### config.mk
export PLATFORM = sky130hd
export DESIGN_NAME = timed_download_tracker_table
export DESIGN_NICKNAME = d
export VERILOG_FILES = /design/src/sv/tdtt_pkg.sv /design/src/sv/tdtt_csr.sv /design/src/sv/timed_download_tracker_table.sv
export SDC_FILE = /design/constraint.sdc
export NUM_CORES = 2
export LEC_CHECK = 0
export BUFFER_PORTS_ARGS = -buffer_cell sky130_fd_sc_hd__clkbuf_2
export CORE_MARGIN = 1.5
export CORE_UTILIZATION = 62
export DETAILED_ROUTE_END_ITERATION = 6
export GPL_ROUTABILITY_DRIVEN = 0
export PLACE_DENSITY = 0.79
export SLEW_MARGIN = 20
export SYNTH_ARGS = -nofsm -noshare
export SYNTH_HDL_FRONTEND = slang
export SYNTH_MEMORY_MAX_BITS = 65536
export SYNTH_SLANG_ARGS = --single-unit
export TNS_END_PERCENT = 50
### constraint.sdc
create_clock -name clock -period 84.7 [get_ports clock]
set_input_delay 8.47 -clock clock [delete_from_list [all_inputs] [get_ports clock]]
set_output_delay 8.47 -clock clock [all_outputs]
set_load 0.05 [all_outputs]
### src/sv/tdtt_pkg.sv
package tdtt_pkg;

   localparam int unsigned TABLE_DEPTH_DEFAULT = 16;
   localparam int unsigned CAP_WIDTH = 5;
   localparam int unsigned TOL_WIDTH = 32;
   localparam int unsigned KEY_WIDTH = 64;
   localparam int unsigned TIME_WIDTH = 48;
   localparam int unsigned HEIGHT_WIDTH = 64;
   localparam logic [CAP_WIDTH-1:0] CAP_RESET = 5'd16;
   localparam logic [TOL_WIDTH-1:0] TOL_RESET = 32'd60000;

   localparam logic [0:0] REG_CAPACITY = 1'b0;
   localparam logic [0:0] REG_EXPIRE = 1'b1;

   typedef enum logic [2:0] {
      CMD_APPLY   = 3'd0,
      CMD_REFRESH = 3'd1,
      CMD_TOUCH   = 3'd2,
      CMD_GET     = 3'd3,
      CMD_REMOVE  = 3'd4,
      CMD_EXPIRE  = 3'd5,
      CMD_RSVD6   = 3'd6,
      CMD_RSVD7   = 3'd7
   } command_type;

   typedef struct packed {
      command_type command;
      logic [KEY_WIDTH-1:0] account_key;
      logic [TIME_WIDTH-1:0] now_ms;
      logic [HEIGHT_WIDTH-1:0] interval_low;
      logic [HEIGHT_WIDTH-1:0] interval_high;
      logic [HEIGHT_WIDTH-1:0] new_height;
   } req_type;

   typedef struct packed {
      logic ok;
      logic found;
      logic [HEIGHT_WIDTH-1:0] progress_height;
      logic [HEIGHT_WIDTH-1:0] stored_low;
      logic [HEIGHT_WIDTH-1:0] stored_high;
   } rsp_type;

   // result of one scan over the table
   typedef struct packed {
      logic hit;
      logic free_seen;
   } scan_type;

endpackage

### src/sv/tdtt_csr.sv
module tdtt_csr (
   input  logic        clock,
   input  logic        reset,
   input  logic        csr_psel,
   input  logic        csr_penable,
   input  logic        csr_pwrite,
   input  logic [2:2]  csr_paddr,
   input  logic [31:0] csr_pwdata,
   output logic [31:0] csr_prdata,
   output logic [tdtt_pkg::CAP_WIDTH-1:0] capacity_limit,
   output logic [tdtt_pkg::TOL_WIDTH-1:0] expire_after_ms
);
   logic [tdtt_pkg::CAP_WIDTH-1:0] cap_ff;
   logic [tdtt_pkg::TOL_WIDTH-1:0] tol_ff;
   logic wr;

   assign wr = csr_psel & csr_penable & csr_pwrite;

   // register writes
   always_ff @(posedge clock) begin
      if (reset) begin
         cap_ff <= tdtt_pkg::CAP_RESET;
         tol_ff <= tdtt_pkg::TOL_RESET;
      end else if (wr) begin
         if (csr_paddr[2] == tdtt_pkg::REG_CAPACITY)
            cap_ff <= csr_pwdata[tdtt_pkg::CAP_WIDTH-1:0];
         else
            tol_ff <= csr_pwdata;
      end
   end

   always_comb begin
      if (csr_paddr[2] == tdtt_pkg::REG_EXPIRE) csr_prdata = tol_ff;
      else csr_prdata = {{(32-tdtt_pkg::CAP_WIDTH){1'b0}}, cap_ff};
   end

   assign capacity_limit = cap_ff;
   assign expire_after_ms = tol_ff;
endmodule

### src/sv/timed_download_tracker_table.sv
// channel  | ports                 | payload
// req      | req_valid, req_stall  | tdtt_pkg::req_type
// rsp      | rsp_valid, rsp_stall  | tdtt_pkg::rsp_type
// csr      | csr_p* (APB)          | capacity_limit @0, expire_after_ms @4
// Apply, refresh, touch and expire run, in order: an expiry pass, a key and
// free-slot pass, action, result load and handoff. Get, remove and unused
// codes skip the expiry pass. No new item is accepted until the result of the
// last one has been taken. Both passes visit the entries in turn through the
// single table read port and one compare unit. Reset is synchronous; it clears
// valid bits, live count and control state. A stalled result holds in its
// register and holds off the next item.
module timed_download_tracker_table #(
   parameter int unsigned TABLE_DEPTH = tdtt_pkg::TABLE_DEPTH_DEFAULT
) (
   input  logic clock,
   input  logic reset,
   input  logic req_valid,
   output logic req_stall,
   input  tdtt_pkg::req_type req_data,
   output logic rsp_valid,
   input  logic rsp_stall,
   output tdtt_pkg::rsp_type rsp_data,
   input  logic        csr_psel,
   input  logic        csr_penable,
   input  logic        csr_pwrite,
   input  logic [2:2]  csr_paddr,
   input  logic [31:0] csr_pwdata,
   output logic [31:0] csr_prdata,
   output logic        csr_pready
);
   localparam int unsigned IW = (TABLE_DEPTH > 1) ? $clog2(TABLE_DEPTH) : 1;
   localparam int unsigned CW = $clog2(TABLE_DEPTH + 1);

   typedef enum logic [2:0] {
      S_IDLE, S_EXPIRE, S_MATCH, S_ACT, S_RESP
   } state_type;

   logic [tdtt_pkg::CAP_WIDTH-1:0] cap;
   logic [tdtt_pkg::TOL_WIDTH-1:0] tol;

   tdtt_csr u_csr (
      .clock, .reset, .csr_psel, .csr_penable, .csr_pwrite, .csr_paddr,
      .csr_pwdata, .csr_prdata, .capacity_limit(cap), .expire_after_ms(tol)
   );
   assign csr_pready = 1'b1;

   // table storage
   logic [tdtt_pkg::KEY_WIDTH-1:0]    key_mem   [TABLE_DEPTH];
   logic [tdtt_pkg::HEIGHT_WIDTH-1:0] low_mem   [TABLE_DEPTH];
   logic [tdtt_pkg::HEIGHT_WIDTH-1:0] high_mem  [TABLE_DEPTH];
   logic [tdtt_pkg::HEIGHT_WIDTH-1:0] prog_mem  [TABLE_DEPTH];
   logic [tdtt_pkg::TIME_WIDTH-1:0]   stamp_mem [TABLE_DEPTH];
   logic [TABLE_DEPTH-1:0] valid_ff;
   logic [CW-1:0] live_ff;

   state_type state_ff;
   tdtt_pkg::req_type req_ff;
   tdtt_pkg::rsp_type rsp_ff;
   logic rsp_valid_ff;
   logic [IW-1:0] idx_ff, slot_ff, free_ff;
   tdtt_pkg::scan_type scan_ff;
   logic last;

   assign last = (idx_ff == IW'(TABLE_DEPTH - 1));

   logic run_expiry;
   assign run_expiry = (req_ff.command == tdtt_pkg::CMD_APPLY) ||
                       (req_ff.command == tdtt_pkg::CMD_REFRESH) ||
                       (req_ff.command == tdtt_pkg::CMD_TOUCH) ||
                       (req_ff.command == tdtt_pkg::CMD_EXPIRE);

   logic [CW-1:0] limit;
   assign limit = (32'(cap) > 32'(TABLE_DEPTH)) ? CW'(TABLE_DEPTH) : CW'(cap);

   assign req_stall = (state_ff != S_IDLE) || rsp_valid_ff;
   assign rsp_valid = rsp_valid_ff;
   assign rsp_data = rsp_ff;

   // sequencer
   always_ff @(posedge clock) begin
      logic [tdtt_pkg::TIME_WIDTH-1:0] age;
      logic stale;
      logic key_eq;
      tdtt_pkg::rsp_type rsp_in;
      // shared unit: age compare and key compare on the indexed entry
      age = req_ff.now_ms - stamp_mem[idx_ff];
      stale = valid_ff[idx_ff] && (age >= {16'd0, tol});
      key_eq = valid_ff[idx_ff] && (key_mem[idx_ff] == req_ff.account_key);
      rsp_in = '0;
      if (reset) begin
         state_ff <= S_IDLE;
         valid_ff <= '0;
         live_ff <= '0;
         rsp_valid_ff <= 1'b0;
         idx_ff <= '0;
      end else begin
         if (rsp_valid_ff && !rsp_stall) rsp_valid_ff <= 1'b0;
         unique case (state_ff)
            S_IDLE: begin
               if (req_valid && !req_stall) begin
                  req_ff <= req_data;
                  idx_ff <= '0;
                  state_ff <= S_EXPIRE;
               end
            end
            S_EXPIRE: begin
               if (run_expiry && stale) begin
                  valid_ff[idx_ff] <= 1'b0;
                  live_ff <= live_ff - CW'(1);
               end
               if (!run_expiry || last) begin
                  idx_ff <= '0;
                  scan_ff <= '0;
                  state_ff <= S_MATCH;
               end else idx_ff <= idx_ff + IW'(1);
            end
            S_MATCH: begin
               // first hit and first free slot win
               scan_ff <= {scan_ff.hit | key_eq, scan_ff.free_seen | ~valid_ff[idx_ff]};
               if (key_eq && !scan_ff.hit) slot_ff <= idx_ff;
               if (!valid_ff[idx_ff] && !scan_ff.free_seen) free_ff <= idx_ff;
               if (last) state_ff <= S_ACT;
               else idx_ff <= idx_ff + IW'(1);
            end
            S_ACT: begin
               rsp_in.found = scan_ff.hit;
               if (scan_ff.hit) begin
                  rsp_in.progress_height = prog_mem[slot_ff];
                  rsp_in.stored_low = low_mem[slot_ff];
                  rsp_in.stored_high = high_mem[slot_ff];
               end
               case (req_ff.command)
                  tdtt_pkg::CMD_APPLY: begin
                     if (!scan_ff.hit && live_ff < limit && scan_ff.free_seen) begin
                        valid_ff[free_ff] <= 1'b1;
                        key_mem[free_ff] <= req_ff.account_key;
                        low_mem[free_ff] <= req_ff.interval_low;
                        high_mem[free_ff] <= req_ff.interval_high;
                        prog_mem[free_ff] <= '0;
                        stamp_mem[free_ff] <= req_ff.now_ms;
                        live_ff <= live_ff + CW'(1);
                        rsp_in.ok = 1'b1;
                        rsp_in.stored_low = req_ff.interval_low;
                        rsp_in.stored_high = req_ff.interval_high;
                     end
                  end
                  tdtt_pkg::CMD_REFRESH: begin
                     if (scan_ff.hit && prog_mem[slot_ff] <= req_ff.new_height &&
                         req_ff.new_height <= high_mem[slot_ff]) begin
                        prog_mem[slot_ff] <= req_ff.new_height;
                        stamp_mem[slot_ff] <= req_ff.now_ms;
                        rsp_in.ok = 1'b1;
                        rsp_in.progress_height = req_ff.new_height;
                     end
                  end
                  tdtt_pkg::CMD_TOUCH: begin
                     if (scan_ff.hit) stamp_mem[slot_ff] <= req_ff.now_ms;
                     rsp_in.ok = scan_ff.hit;
                  end
                  tdtt_pkg::CMD_GET: rsp_in.ok = scan_ff.hit;
                  tdtt_pkg::CMD_REMOVE: begin
                     if (scan_ff.hit) begin
                        valid_ff[slot_ff] <= 1'b0;
                        live_ff <= live_ff - CW'(1);
                     end
                     rsp_in.ok = scan_ff.hit;
                  end
                  tdtt_pkg::CMD_EXPIRE: rsp_in.ok = 1'b1;
                  default: rsp_in = '0;
               endcase
               rsp_ff <= rsp_in;
               state_ff <= S_RESP;
            end
            S_RESP: begin
               rsp_valid_ff <= 1'b1;
               state_ff <= S_IDLE;
            end
            default: state_ff <= S_IDLE;
         endcase
      end
   end
endmodule

==> flow_summary.yaml <==
synthesis:
  synth_seq_cells: 5449
  yosys.area.top_type: "edfxtp_1"
  ys_types: 74
  yosys-top-cells-area: "edfxtp_1, mux4_2, ha_1"
  netlist_instances: 9681
  ys_top_cells_by_count: "edfxtp_1, mux4_2, clkbuf_1"
  synth.yosys.seq_area_share: 0.766
  syn_area_per_cell_sq_um: 22.0
  synth_flop_cell: "edfxtp_1"
  ys_warn_count: 0
  synth_nets: 10200
  synth.most_common_cell: "edfxtp_1"
  ys_async_sr_fraction: 0
  synth.cell_area_sq_mm: 0.213
  synth_edf_count: 5375
  synth_top_area_frac: 0.759
clock_tree:
  cts_tree: "built"
  clkTransAtPathRegs_ns: 0.06
  clock_latency_ns: 1.06
  cts_hold_buf: 0
  cts.path.max_buffers: 4
  cts_buffers: 538
  cts_setup_buffers: 0
  cts_resized: 0
  clock-sinks: 5449
  cts_max_level: 6
  clockRootBuffer: "clkbuf_16"
final_layout:
  nets: 11100
  design_area_sq_mm: 0.238
  fillers: 19000
  area_growth_pct: 12.1
  postLayoutCoreUtil: 0.700
  drive_above_1_share: 0.292
grt:
  antenna_found_initial: 48
  gr-usage-all-layers: 0.331
  grt_pass1_wl_microns: 813000
  grt-ovfl-total: 0
  first_global_vias: 113000
  grt_max_degree: 137
routing:
  final_antenna_net_count: 0
  drt-vias-per-instance: 7.09
  drc: 0
  vias: 110000
  drtPass1Iterations: 6
  wl_per_cell_microns: 37.0
  drt_iter0_markers: 18000
  wl_microns: 573000
job:
  cap_violations: 0
floorplan:
  coreArea_sq_mm: 0.341
  die_x_microns: 589
  pin_count: 576
  initial_core_util: 0.624
  die_height_microns: 589
  rows: 214
  die-area_sq_mm: 0.346
timing:
  skew_ns: 0.0525
  setup-tns-final_ns: 0
  finalHoldViolCount: 0
  finalCriticalPeriod_ns: 18.18
  tightest_slew_ns: 1.17
  finalSetupViolCount: 0
  fin_crit_sh: 0.215
  slew_headroom: 0.223
  timing.fmax_mhz: 55.0
  setup_ws_ns: 66.52
  grt_setup_unrepaired: "no"
  final_max_slew_viol_count: 0
worst_setup_path:
  critPathArrivalTime_ns: 9.71
  cp-end-kind: "primary output"
  crit_chain: "clkbuf_2, mux2_2, clkbuf_2"
  path_class: "in2out"
  startpoint_type: "input pin"
  worstPathRequired_ns: 76.23
  cpMostUsedCell: "clkbuf_2"
  cpMaxStageDelayCell: "clkbuf_2"
  slowest_delay_ns: 0.57
  crit_path_max_fanout: 37
worst_hold_path:
  hp-class: "reg2reg"
pwr:
  power_uw: 5540
  p_leak_uw: 0.0789
  peakVddDrop_v: 0.0000218
  power.density_mw_per_mm2: 23.2
place:
  dpl_cell_area_sq_mm: 0.221
  pre_cts_ws_ns: 66.50
  portBuffers: 574
  place_hpwl_microns: 295000
run_status:
  status: "finished, final reports clean"
-- layout make-up --
type	instances	area [sq um]	area share
diodes	27	67.6	0.000283
multi-input cells	3494	47600	0.199
repair buffers	755	4510	0.0189
clock buffers	670	14300	0.0598
clock inverters	283	2370	0.00996
well taps	4536	5680	0.0238
flip-flops and latches	5449	163000	0.683
inverters	249	1050	0.00439
-- through the flow --
step | instances | hold WS (ns)
2_1_floorplan | 9681 | 0.441
3_3_place_gp | 14500 | 0.453
3_5_place_dp | 14500 | 0.460
4_1_cts | 15400 | 0.468
5_1_grt | 15500 | 0.494
6_report | 15500 | 0.473
-- power by group --
group | total, uW | switching (uW) | internal, uW | leakage [uW]
Combinational | 224 | 131 | 93.4 | 0.0190
Sequential | 3010 | 41.2 | 2970 | 0.0517
Clock | 2310 | 1020 | 1280 | 0.00812
Total | 5540 | 1190 | 4340 | 0.0789
-- registers in the layout, indices dropped and copies added, names as in the netlist, 5 cells and up, named ones only --
name / cells
live_ff: 5
u_csr.expire_after_ms: 32
rsp_data: 194
prog_mem: 1024
u_csr.capacity_limit: 5
stamp_mem: 768
high_mem: 1024
req_ff: 307
key_mem: 1024
low_mem: 1024
valid_ff: 16
-- worst max-delay path: cells and delay by family --
family	cells	cell delay, ns
multiplexers	1	0.42
buffers and inverters	2	0.81
-- routing by layer --
metal  global-route usage  up-vias  wire (microns)  share of wire
met1                0.441    56600          193000           0.34
met2                0.531     9260          278000           0.49
met3               0.0705     1435           70500           0.12
met4                0.157       20           31000          0.054
li1                     -    42300               -              -
met5                    0        -             132        0.00023
-- placed cells by master (no fill, tap or decap), types with 45 or more instances in the layout --
cell type	instances
edfxtp_1	5375
nor2b_1	45
clkbuf_1	115
xnor2_1	73
nand2_1	208
mux4_2	1486
o21ai_0	88
inv_1	233
nand4_1	67
a21o_1	57
dfxtp_1	66
a21oi_1	200
ha_1	218
nor3_2	64
a22oi_1	128
a31o_2	60
clkbuf_16	551
clkinv_1	121
clkbuf_2	574
buf_4	158
clkinv_2	80
nor2_1	289
-- final timing paths --
check / from / end / slack (ns) / cells past startpoint
setup / recovery: csr_paddr / csr_prdata[2] / 66.52 / 3
hold / removal: valid_ff[14] / valid_ff[14] / 0.47 / 2
setup reg to reg: flop / prog_mem[9][48] / 74.39 / 21
hold reg to reg: valid_ff[14] / valid_ff[14] / 0.47 / 2
-- kinds of logic after synthesis --
group	after synthesis	synth area share
compound gates	745	0.0233
xor+xnor	96	0.00395
fa+ha+maj	219	0.0129
buf+inv	738	0.0136
flops	5449	0.766
mux	1548	0.160
other cells	1	0.0000176
simple gates	885	0.0196
Power figures use the tool's default switching activity.
